$ cat src/swtm_pkg.sv
`timescale 1ns / 1ps
`default_nettype none
// ----------------------------------------------------------------------------
// swtm_pkg
// Shared constants and types for the sliding-window trimmed mean block.
// ----------------------------------------------------------------------------
package swtm_pkg;

    localparam int WINDOW_MAX_DEF  = 32;
    localparam int SAMPLE_BITS_DEF = 16;

    localparam int CFG_DATA_W  = 6;
    localparam int CFG_IDX_W   = 2;
    localparam int WLEN_W      = 6;
    localparam int TRIM_W      = 4;

    localparam logic [WLEN_W-1:0] WLEN_RST = 6'd5;
    localparam logic [TRIM_W-1:0] TRIM_RST = 4'd2;

    typedef enum logic [CFG_IDX_W-1:0] {
        REG_WINDOW_LENGTH = 2'd0,
        REG_TRIM_COUNT    = 2'd1
    } reg_idx_t;

    typedef enum logic [2:0] {
        S_IDLE,
        S_RING,
        S_SWEEP,
        S_TAIL,
        S_FINISH,
        S_DIV,
        S_DONE
    } state_t;

endpackage
`default_nettype wire

$ cat src/swtm_div.sv
`timescale 1ns / 1ps
`default_nettype none
// ----------------------------------------------------------------------------
// swtm_div
// Restoring divider, one quotient bit per cycle.
// ----------------------------------------------------------------------------
module swtm_div #(
    parameter int NW = 21,
    parameter int DW = 6
) (
    input  wire logic          clk,
    input  wire logic          rst_n,
    input  wire logic          start,
    input  wire logic [NW-1:0] dividend,
    input  wire logic [DW-1:0] divisor,
    output logic               done,
    output logic [NW-1:0]      quotient
);

    localparam int CW = $clog2(NW + 1);

    logic [CW-1:0] cnt_reg;
    logic [DW-1:0] rem_reg;
    logic [NW-1:0] quo_reg;
    logic [DW:0]   trial;
    logic          take;

    assign trial = {rem_reg, quo_reg[NW-1]};
    assign take  = (trial >= {1'b0, divisor});

    always_ff @(posedge clk or negedge rst_n)
    begin
        if (!rst_n)
        begin
            cnt_reg <= '0;
        end
        else if (start)
        begin
            cnt_reg <= CW'(NW);
        end
        else if (cnt_reg != '0)
        begin
            cnt_reg <= cnt_reg - 1'b1;
        end
    end

    always_ff @(posedge clk)
    begin
        if (start)
        begin
            rem_reg <= '0;
            quo_reg <= dividend;
        end
        else if (cnt_reg != '0)
        begin
            // remainder stays below divisor, so the low DW bits hold it
            rem_reg <= take ? DW'(trial - {1'b0, divisor}) : trial[DW-1:0];
            quo_reg <= {quo_reg[NW-2:0], take};
        end
    end

    assign done     = (cnt_reg == CW'(1));
    assign quotient = {quo_reg[NW-2:0], take};

endmodule
`default_nettype wire

$ cat src/sliding_window_trimmed_mean_top.sv
`timescale 1ns / 1ps
`default_nettype none
// Each sample passes through a one-entry-per-cycle sweep of the sorted memory and,
// when the window is ready, through the bit-serial divider. One sample in flight
// at a time.
// Reset (async, active low) empties the window and restores length 5, trim 2.
// ----------------------------------------------------------------------------
// sliding_window_trimmed_mean_top
// Window kept in an arrival ring and a sorted memory; trimmed mean per sample.
// ----------------------------------------------------------------------------
module sliding_window_trimmed_mean_top #(
    parameter int WINDOW_MAX  = swtm_pkg::WINDOW_MAX_DEF,
    parameter int SAMPLE_BITS = swtm_pkg::SAMPLE_BITS_DEF
) (
    input  wire logic                            clk,
    input  wire logic                            rst_n,
    input  wire logic                            cfg_we,
    input  wire logic [swtm_pkg::CFG_IDX_W-1:0]  cfg_index,
    input  wire logic [swtm_pkg::CFG_DATA_W-1:0] cfg_data,
    input  wire logic                            in_valid,
    output logic                                 in_stall,
    input  wire logic [SAMPLE_BITS-1:0]          sample,
    output logic                                 out_valid,
    input  wire logic                            out_stall,
    output logic [SAMPLE_BITS-1:0]               trimmed_mean,
    output logic                                 ready_res
);

    localparam int IDXW = $clog2(WINDOW_MAX);
    localparam int LENW = $clog2(WINDOW_MAX + 1);
    localparam int CMPW = ((LENW > swtm_pkg::WLEN_W) ? LENW : swtm_pkg::WLEN_W) + 1;
    localparam int SUMW = SAMPLE_BITS + IDXW;

    // configuration
    logic [swtm_pkg::WLEN_W-1:0] wlen_reg;
    logic [swtm_pkg::TRIM_W-1:0] trim_reg;
    logic [CMPW-1:0]             wl_ext, len_ext, trim_ext, trim2_ext, hi_ext;
    logic [LENW-1:0]             len;
    logic                        trim_ok;

    always_comb
    begin
        wl_ext = CMPW'(wlen_reg);
        if (wl_ext == '0)
            len_ext = CMPW'(1);
        else if (wl_ext > CMPW'(WINDOW_MAX))
            len_ext = CMPW'(WINDOW_MAX);
        else
            len_ext = wl_ext;
        trim_ext  = CMPW'(trim_reg);
        trim2_ext = CMPW'({trim_reg, 1'b0});
        hi_ext    = len_ext - trim_ext;
        len       = LENW'(len_ext);
        trim_ok   = (trim2_ext < len_ext);
    end

    // state
    swtm_pkg::state_t state_reg, state_next;

    logic [SAMPLE_BITS-1:0] s_reg, s_next;
    logic [SAMPLE_BITS-1:0] rmv_reg, rmv_next;
    logic [SAMPLE_BITS-1:0] hold_reg, hold_next;
    logic                   hold_v_reg, hold_v_next;
    logic                   ins_reg, ins_next;
    logic                   rm_pend_reg, rm_pend_next;
    logic                   dval_reg, dval_next;
    logic [IDXW-1:0]        wp_reg, wp_next;
    logic [IDXW-1:0]        slot_reg, slot_next;
    logic [LENW-1:0]        fill_reg, fill_next;
    logic [LENW-1:0]        rd_reg, rd_next;
    logic [LENW-1:0]        wcnt_reg, wcnt_next;
    logic [SUMW-1:0]        sum_reg, sum_next;
    logic                   rdy_reg, rdy_next;
    logic                   out_valid_reg, out_valid_next;
    logic [SAMPLE_BITS-1:0] mean_reg, mean_next;
    logic                   rres_reg, rres_next;
    logic [SAMPLE_BITS-1:0] pmean_reg, pmean_next;
    logic                   prres_reg, prres_next;

    // memories
    logic [SAMPLE_BITS-1:0] ring_mem [WINDOW_MAX];
    logic [SAMPLE_BITS-1:0] sort_mem [WINDOW_MAX];
    logic [SAMPLE_BITS-1:0] ring_rdata_reg;
    logic [SAMPLE_BITS-1:0] sort_rdata_reg;
    logic                   ring_we;
    logic                   sort_re;
    logic                   sort_we;
    logic [SAMPLE_BITS-1:0] sort_wdata;
    logic [IDXW-1:0]        slot_c;

    // divider
    logic                   div_start;
    logic                   div_done;
    logic [SUMW-1:0]        div_quo;
    logic [LENW-1:0]        divisor;

    logic accept_in;
    logic out_take;
    logic cfg_hit;

    assign accept_in = in_valid && !in_stall;
    assign out_take  = out_valid_reg && !out_stall;
    assign cfg_hit   = cfg_we && ((cfg_index == swtm_pkg::REG_WINDOW_LENGTH) ||
                                  (cfg_index == swtm_pkg::REG_TRIM_COUNT));
    assign slot_c    = (LENW'(wp_reg) >= len) ? '0 : wp_reg;
    assign divisor   = LENW'(len_ext - trim2_ext);

    always_ff @(posedge clk or negedge rst_n)
    begin
        if (!rst_n)
        begin
            wlen_reg <= swtm_pkg::WLEN_RST;
            trim_reg <= swtm_pkg::TRIM_RST;
        end
        else if (cfg_we && (cfg_index == swtm_pkg::REG_WINDOW_LENGTH))
        begin
            wlen_reg <= cfg_data[swtm_pkg::WLEN_W-1:0];
        end
        else if (cfg_we && (cfg_index == swtm_pkg::REG_TRIM_COUNT))
        begin
            trim_reg <= cfg_data[swtm_pkg::TRIM_W-1:0];
        end
    end

    // next state
    always_comb
    begin
        state_next = state_reg;
        case (state_reg)
            swtm_pkg::S_IDLE:   if (accept_in) state_next = swtm_pkg::S_RING;
            swtm_pkg::S_RING:   state_next = swtm_pkg::S_SWEEP;
            swtm_pkg::S_SWEEP:  if (!(rd_reg < fill_reg) && !dval_reg)
                                    state_next = swtm_pkg::S_TAIL;
            swtm_pkg::S_TAIL:   state_next = swtm_pkg::S_FINISH;
            swtm_pkg::S_FINISH: state_next = rdy_reg ? swtm_pkg::S_DIV : swtm_pkg::S_DONE;
            swtm_pkg::S_DIV:    if (div_done) state_next = swtm_pkg::S_DONE;
            swtm_pkg::S_DONE:   if (!out_valid_reg || out_take) state_next = swtm_pkg::S_IDLE;
            default:            state_next = swtm_pkg::S_IDLE;
        endcase
    end

    // datapath and outputs
    always_comb
    begin
        s_next         = s_reg;
        rmv_next       = rmv_reg;
        hold_next      = hold_reg;
        hold_v_next    = hold_v_reg;
        ins_next       = ins_reg;
        rm_pend_next   = rm_pend_reg;
        dval_next      = 1'b0;
        wp_next        = wp_reg;
        slot_next      = slot_reg;
        fill_next      = fill_reg;
        rd_next        = rd_reg;
        wcnt_next      = wcnt_reg;
        sum_next       = sum_reg;
        rdy_next       = rdy_reg;
        mean_next      = mean_reg;
        rres_next      = rres_reg;
        pmean_next     = pmean_reg;
        prres_next     = prres_reg;
        out_valid_next = out_take ? 1'b0 : out_valid_reg;
        ring_we        = 1'b0;
        sort_re        = 1'b0;
        sort_we        = 1'b0;
        sort_wdata     = s_reg;
        div_start      = 1'b0;
        in_stall       = (state_reg != swtm_pkg::S_IDLE);

        case (state_reg)
            swtm_pkg::S_IDLE:
            begin
                if (accept_in)
                begin
                    s_next    = sample;
                    slot_next = slot_c;
                end
            end
            swtm_pkg::S_RING:
            begin
                ring_we      = 1'b1;
                rmv_next     = ring_rdata_reg;
                rm_pend_next = (fill_reg >= len);
                wp_next      = (LENW'(slot_reg) + 1'b1 >= len) ? '0 : IDXW'(slot_reg + 1'b1);
                hold_v_next  = 1'b0;
                ins_next     = 1'b0;
                rd_next      = '0;
                wcnt_next    = '0;
                sum_next     = '0;
            end
            swtm_pkg::S_SWEEP:
            begin
                if (rd_reg < fill_reg)
                begin
                    sort_re   = 1'b1;
                    dval_next = 1'b1;
                    rd_next   = rd_reg + 1'b1;
                end
                if (dval_reg)
                begin
                    if (rm_pend_reg && (sort_rdata_reg == rmv_reg))
                    begin
                        // evicted sample drops out; a held value fills the gap
                        rm_pend_next = 1'b0;
                        if (hold_v_reg)
                        begin
                            sort_we     = 1'b1;
                            sort_wdata  = hold_reg;
                            hold_v_next = 1'b0;
                        end
                    end
                    else if (hold_v_reg)
                    begin
                        sort_we    = 1'b1;
                        sort_wdata = hold_reg;
                        hold_next  = sort_rdata_reg;
                    end
                    else if (!ins_reg && (sort_rdata_reg > s_reg))
                    begin
                        sort_we     = 1'b1;
                        sort_wdata  = s_reg;
                        hold_next   = sort_rdata_reg;
                        hold_v_next = 1'b1;
                        ins_next    = 1'b1;
                    end
                    else
                    begin
                        sort_we    = 1'b1;
                        sort_wdata = sort_rdata_reg;
                    end
                end
            end
            swtm_pkg::S_TAIL:
            begin
                if (hold_v_reg)
                begin
                    sort_we     = 1'b1;
                    sort_wdata  = hold_reg;
                    hold_v_next = 1'b0;
                end
                else if (!ins_reg)
                begin
                    sort_we    = 1'b1;
                    sort_wdata = s_reg;
                    ins_next   = 1'b1;
                end
            end
            swtm_pkg::S_FINISH:
            begin
                fill_next  = wcnt_reg;
                rdy_next   = (wcnt_reg == len) && trim_ok;
                div_start  = rdy_reg;
                pmean_next = '0;
                prres_next = 1'b0;
            end
            swtm_pkg::S_DIV:
            begin
                if (div_done)
                begin
                    pmean_next = div_quo[SAMPLE_BITS-1:0];
                    prres_next = 1'b1;
                end
            end
            swtm_pkg::S_DONE:
            begin
                // result moves to the output register once it is free
                if (!out_valid_reg || out_take)
                begin
                    out_valid_next = 1'b1;
                    mean_next      = pmean_reg;
                    rres_next      = prres_reg;
                end
            end
            default:
            begin
            end
        endcase

        // running middle sum over the rebuilt sorted order
        if (sort_we)
        begin
            wcnt_next = wcnt_reg + 1'b1;
            if ((CMPW'(wcnt_reg) >= trim_ext) && (CMPW'(wcnt_reg) < hi_ext))
                sum_next = sum_reg + SUMW'(sort_wdata);
        end

        // FINISH reads the ready flag of this sample
        if (state_reg == swtm_pkg::S_TAIL)
            rdy_next = ((sort_we ? wcnt_reg + 1'b1 : wcnt_reg) == len) && trim_ok;

        if (cfg_hit)
        begin
            wp_next   = '0;
            fill_next = '0;
            sum_next  = '0;
        end
    end

    always_ff @(posedge clk or negedge rst_n)
    begin
        if (!rst_n)
        begin
            state_reg     <= swtm_pkg::S_IDLE;
            wp_reg        <= '0;
            fill_reg      <= '0;
            sum_reg       <= '0;
            out_valid_reg <= 1'b0;
            dval_reg      <= 1'b0;
            hold_v_reg    <= 1'b0;
            ins_reg       <= 1'b0;
            rm_pend_reg   <= 1'b0;
            rdy_reg       <= 1'b0;
            rd_reg        <= '0;
            wcnt_reg      <= '0;
        end
        else
        begin
            state_reg     <= state_next;
            wp_reg        <= wp_next;
            fill_reg      <= fill_next;
            sum_reg       <= sum_next;
            out_valid_reg <= out_valid_next;
            dval_reg      <= dval_next;
            hold_v_reg    <= hold_v_next;
            ins_reg       <= ins_next;
            rm_pend_reg   <= rm_pend_next;
            rdy_reg       <= rdy_next;
            rd_reg        <= rd_next;
            wcnt_reg      <= wcnt_next;
        end
    end

    always_ff @(posedge clk)
    begin
        s_reg     <= s_next;
        rmv_reg   <= rmv_next;
        hold_reg  <= hold_next;
        slot_reg  <= slot_next;
        mean_reg  <= mean_next;
        rres_reg  <= rres_next;
        pmean_reg <= pmean_next;
        prres_reg <= prres_next;
    end

    always_ff @(posedge clk)
    begin
        ring_rdata_reg <= ring_mem[slot_c];
        if (ring_we)
            ring_mem[slot_reg] <= s_reg;
    end

    always_ff @(posedge clk)
    begin
        if (sort_re)
            sort_rdata_reg <= sort_mem[rd_reg[IDXW-1:0]];
        if (sort_we)
            sort_mem[wcnt_reg[IDXW-1:0]] <= sort_wdata;
    end

    swtm_div #(
        .NW (SUMW),
        .DW (LENW)
    ) u_div (
        .clk      (clk),
        .rst_n    (rst_n),
        .start    (div_start),
        .dividend (sum_reg),
        .divisor  (divisor),
        .done     (div_done),
        .quotient (div_quo)
    );

    assign out_valid    = out_valid_reg;
    assign trimmed_mean = mean_reg;
    assign ready_res    = rres_reg;

    // window never holds more than its capacity
    a_fill_cap: assert property (@(posedge clk) disable iff (!rst_n)
        fill_reg <= LENW'(WINDOW_MAX))
        else $error("fill count above capacity");

    // a held value exists only after the new sample went in
    a_hold_ins: assert property (@(posedge clk) disable iff (!rst_n)
        hold_v_reg |-> ins_reg)
        else $error("hold without insertion");

    // the rebuilt sorted order gains at most one entry per sample
    a_fill_step: assert property (@(posedge clk) disable iff (!rst_n)
        (state_reg == swtm_pkg::S_FINISH) |-> (wcnt_reg <= fill_reg + 1'b1))
        else $error("sorted count grew by more than one");

    // a mean of nonzero is only reported with the ready flag
    a_mean_rdy: assert property (@(posedge clk) disable iff (!rst_n)
        (out_valid_reg && !rres_reg) |-> (mean_reg == '0))
        else $error("mean without ready");

endmodule
`default_nettype wire

$ cat config.mk
export PLATFORM = sky130hd
export DESIGN_NAME = sliding_window_trimmed_mean_top
export DESIGN_NICKNAME = d
export VERILOG_FILES = /design/src/swtm_pkg.sv /design/src/swtm_div.sv /design/src/sliding_window_trimmed_mean_top.sv
export SDC_FILE = /design/constraint.sdc
export NUM_CORES = 2
export LEC_CHECK = 0
export ABC_CLOCK_PERIOD_IN_PS = 9100
export BUFFER_PORTS_ARGS = -buffer_cell sky130_fd_sc_hd__buf_2
export CAP_MARGIN = 20
export CORE_MARGIN = 2
export CORE_UTILIZATION = 27
export CTS_BUF_LIST = sky130_fd_sc_hd__clkbuf_8
export DETAILED_ROUTE_END_ITERATION = 6
export GPL_ROUTABILITY_DRIVEN = 1
export GPL_TIMING_DRIVEN = 0
export HOLD_SLACK_MARGIN = 0.1
export SLEW_MARGIN = 5
export SYNTH_ARGS = -nofsm -noshare
export SYNTH_HDL_FRONTEND = slang
export SYNTH_SLANG_ARGS = --single-unit
$ cat constraint.sdc
create_clock -name clk -period 9.1 [get_ports clk]
set_input_delay 2.73 -clock clk [delete_from_list [all_inputs] [get_ports clk]]
set_output_delay 2.73 -clock clk [all_outputs]
set_load 0.05 [all_outputs]
==> impl_metrics.yaml <==
place:
  dp_cells: 5557
  io_buffers: 47
  dp_hpwl_mm: 91.27
  place_ws_ps: 2508
  gp_congestion: 0.8852
clock_tree:
  insertion_delay_ps: 910
  cts_tree: "built"
  clock-sinks: 1238
  clockRootBuffer: "clkbuf_8"
  numCtsBuffers: 188
  postCtsHoldBufs: 0
  cts.repair.resized: 0
  clk_path_buf_depth: 3
  post-cts-setup-buffers: 0
  cts_htree_levels: 4
  clkTransAtPathRegs_ps: 60
synth:
  synth_edf_count: 1148
  synth_cell_types: 80
  synth-simple-area-share_pct: 4.486
  synth.cell_area_sq_um: 50290
  synth_top_family_by_area: "multiplexers"
  synthAdderAreaFrac_pct: 2.498
  synth-xor-area-share_pct: 0.8708
  ys_seq_area_share_pct: 72.82
  synthFlopType: "edfxtp_1"
  yosys_register_bits: 1238
  syn_avg_cell_area_sq_um: 17.15
  yosys_warnings: 0
  synth_compound_area_share_pct: 7.238
  async_reset_ff_share_pct: 5.493
  syn_inst: 2933
  synthMuxAreaShare_pct: 10.25
  synth_nets: 3060
power:
  leakagePower_uw: 0.01930
  vdd_drop_max_v: 0.0001818
  p_per_area_nw_per_um2: 274.8
  total_power_uw: 16280
die:
  rows: 158
  initial_core_util_pct: 27.15
  chipHeight_um: 435.6
  core_sq_um: 185200
  die_x_um: 435.6
  die-area_sq_um: 189700
  pin_count: 48
cells_and_area:
  drive_gt1_share_pct: 21.45
  ff_latch_area_sq_um: 36620
  n_fill_cell: 17820
  syn2layout_area_growth_pct: 17.79
  nets: 3395
  fin_cells: 5898
  multi_input_area_sq_um: 13090
setup_path:
  reg2reg_slack_ps: 2430
  path_buf_inv: 3
  cp_max_fo: 19
  crit_type: "register to register"
  worst_setup_path_end_kind: "register"
  cp_cell_sequence: "buf_16 > inv_1 > ha_1 > a21o_1 > a21o_1 > a21oi_1 > o22ai_1 > o31ai_4 > buf_2 > nand2_1 > mux2i_1 > o311ai_2 > ha_1 > a211oi_1 > o21ai_0 > o211ai_1 > a211oi_1 > nor2_1 > a21boi_0 > a31oi_1 > a41o_1"
  path_delay_family: "compound AO/OA/AOI/OAI gates"
  cpMaxStageDelayCell: "edfxtp_1"
  arrival_ps: 7450
  required_ps: 9880
  timing.rr.start: "s_reg[9]"
  start_kind: "register"
  max_stage_delay_ps: 940
  rr_worst_depth: 21
  reg2reg_to: "sum_reg[19]"
grt:
  grt_pass1_vias: 28590
  grt_usage_pct: 13.51
  overflow: 0
  antenna_found_initial: 5
  grt_pass1_wl_mm: 191.8
  grt_max_degree: 51
min_path:
  min_to: "rmv_reg[15]"
  hp-start: "ring_rdata_reg[15]"
  whs_path_depth: 0
  hp-class: "register to register"
timing:
  hold_violations: 0
  fmax_ghz: 0.1498
  rsz0062_at_grt: "false"
  fin_setup_tns_ps: 0
  fin_skew_ps: 45.21
  fin_crit_sh_pct: 73.34
  slew_headroom_pct: 31.08
  drv_slew: 0
  fin_crit_ps: 6674
  fin_ws_ps: 2426
  tightest_slew_ps: 1034
  finalSetupViolations: 0
routing:
  dr.pass1.iters: 5
  route.detailed.wl_per_inst_um: 22.29
  dr_wl_met2_mm: 61.83
  antenna_left: 0
  drt_iter0_markers: 3053
  drt-total-wl_mm: 131.5
  drc_errors: 0
  routed.top_layer: "met5"
  wl_met3_mm: 9.061
  vias_per_cell: 4.833
  m1WireLength_mm: 55.54
  num_vias: 28510
run:
  drv_cap: 0
status:
  status: "finished, final reports clean"
==> worst reg2reg max path: stages (launching register included) <==
cell	delay [ps]
edfxtp_1	940
buf_16	260
inv_1	70
ha_1	300
a21o_1	160
a21o_1	170
a21oi_1	140
o22ai_1	140
o31ai_4	570
buf_2	370
nand2_1	100
mux2i_1	160
o311ai_2	840
ha_1	320
a211oi_1	70
o21ai_0	440
o211ai_1	250
a211oi_1	390
nor2_1	130
a21boi_0	390
a31oi_1	140
a41o_1	230
==> power breakdown <==
group	switching, uW	total [uW]	internal [uW]
sequential	230	7110	6880
combinational	3120	4870	1750
clock	2210	4290	2090
==> worst max path at each step <==
stage               cells after the start  slack [ps]     start     endpoint
finish                                 21        2430  s_reg[9]  sum_reg[19]
global route                           21        1930  s_reg[9]  sum_reg[19]
CTS                                    21        2430  s_reg[9]  sum_reg[19]
detailed placement                     21        2510  s_reg[9]  sum_reg[19]
global placement                       20       -2960  s_reg[5]  sum_reg[19]
floorplan                              20        2090  s_reg[9]  sum_reg[15]
==> layout by cell type (no fill, tap or decap), types with 88 or more instances in the layout <==
master	instances
a21oi_1	107
clkbuf_1	96
clkbuf_8	192
edfxtp_1	1148
ha_1	94
inv_1	135
mux2i_1	91
mux4_2	160
nand2_1	183
o21ai_0	88
o221ai_1	96
==> cell usage after synthesis (12+ instances only) <==
cell type	instances	area, sq um
nand2b_1	22	137.6
xor2_1	18	157.7
o21ai_0	104	520.5
nor2b_1	14	87.58
dfxtp_1	22	440.4
nor3_1	25	125.1
clkbuf_1	97	364.1
mux4_2	160	3603
inv_1	59	221.5
and3_1	20	125.1
nor2_1	119	446.7
edfxtp_1	1148	34470
o221ai_1	96	840.8
mux2_2	52	585.6
nand3_1	56	280.3
a21oi_1	109	545.5
buf_2	23	115.1
xnor2_1	32	280.3
ha_1	94	1176
dfrtp_1	65	1627
o22ai_1	67	419.2
a32oi_1	16	140.1
a21o_1	21	157.7
mux2i_1	91	910.9
o41ai_1	16	140.1
buf_4	12	90.09
a22oi_1	47	352.8
nand2_1	183	686.9
==> metrics by stage <==
step           instance area [sq um]  hold slack [ps]  util (%)
2_1_floorplan                  50290            385.5         -
3_3_place_gp                   53630            389.3     28.95
3_5_place_dp                   55790            389.6     30.12
4_1_cts                        59220            403.6     31.97
5_1_grt                        59240            411.6     31.98
6_report                       59240            403.0     31.98
==> kinds of logic after synthesis <==
logic type | count (synthesis)
DFF | 1238
buffers and inverters | 212
adders and majority gates | 98
muxes | 308
and+or+nand+nor | 488
xor gates and xnor gates | 50
AOI/OAI and AO/OA | 539
==> metal layers <==
metal | global-route usage (%) | vias up
met1 | 17.79 | 14660
met3 | 2.729 | 259
met5 | 0 | -
li1 | - | 12500
met2 | 21.46 | 1091
met4 | 6.132 | 4
==> cell type report <==
| cell class | instances | area share, % |
|---|---|---|
| timing repair buffer | 145 | 3.487 |
| buffer | 149 | 1.162 |
| tap | 2480 | 5.238 |
| clock inverter | 147 | 1.337 |
| inverter | 63 | 0.4013 |
| clock buffer | 192 | 4.461 |
| sequential | 1238 | 61.82 |
| multi-input combinational | 1483 | 22.09 |
| antenna | 1 | 0.004224 |
No activity file was read; power rests on OpenSTA's default activity.
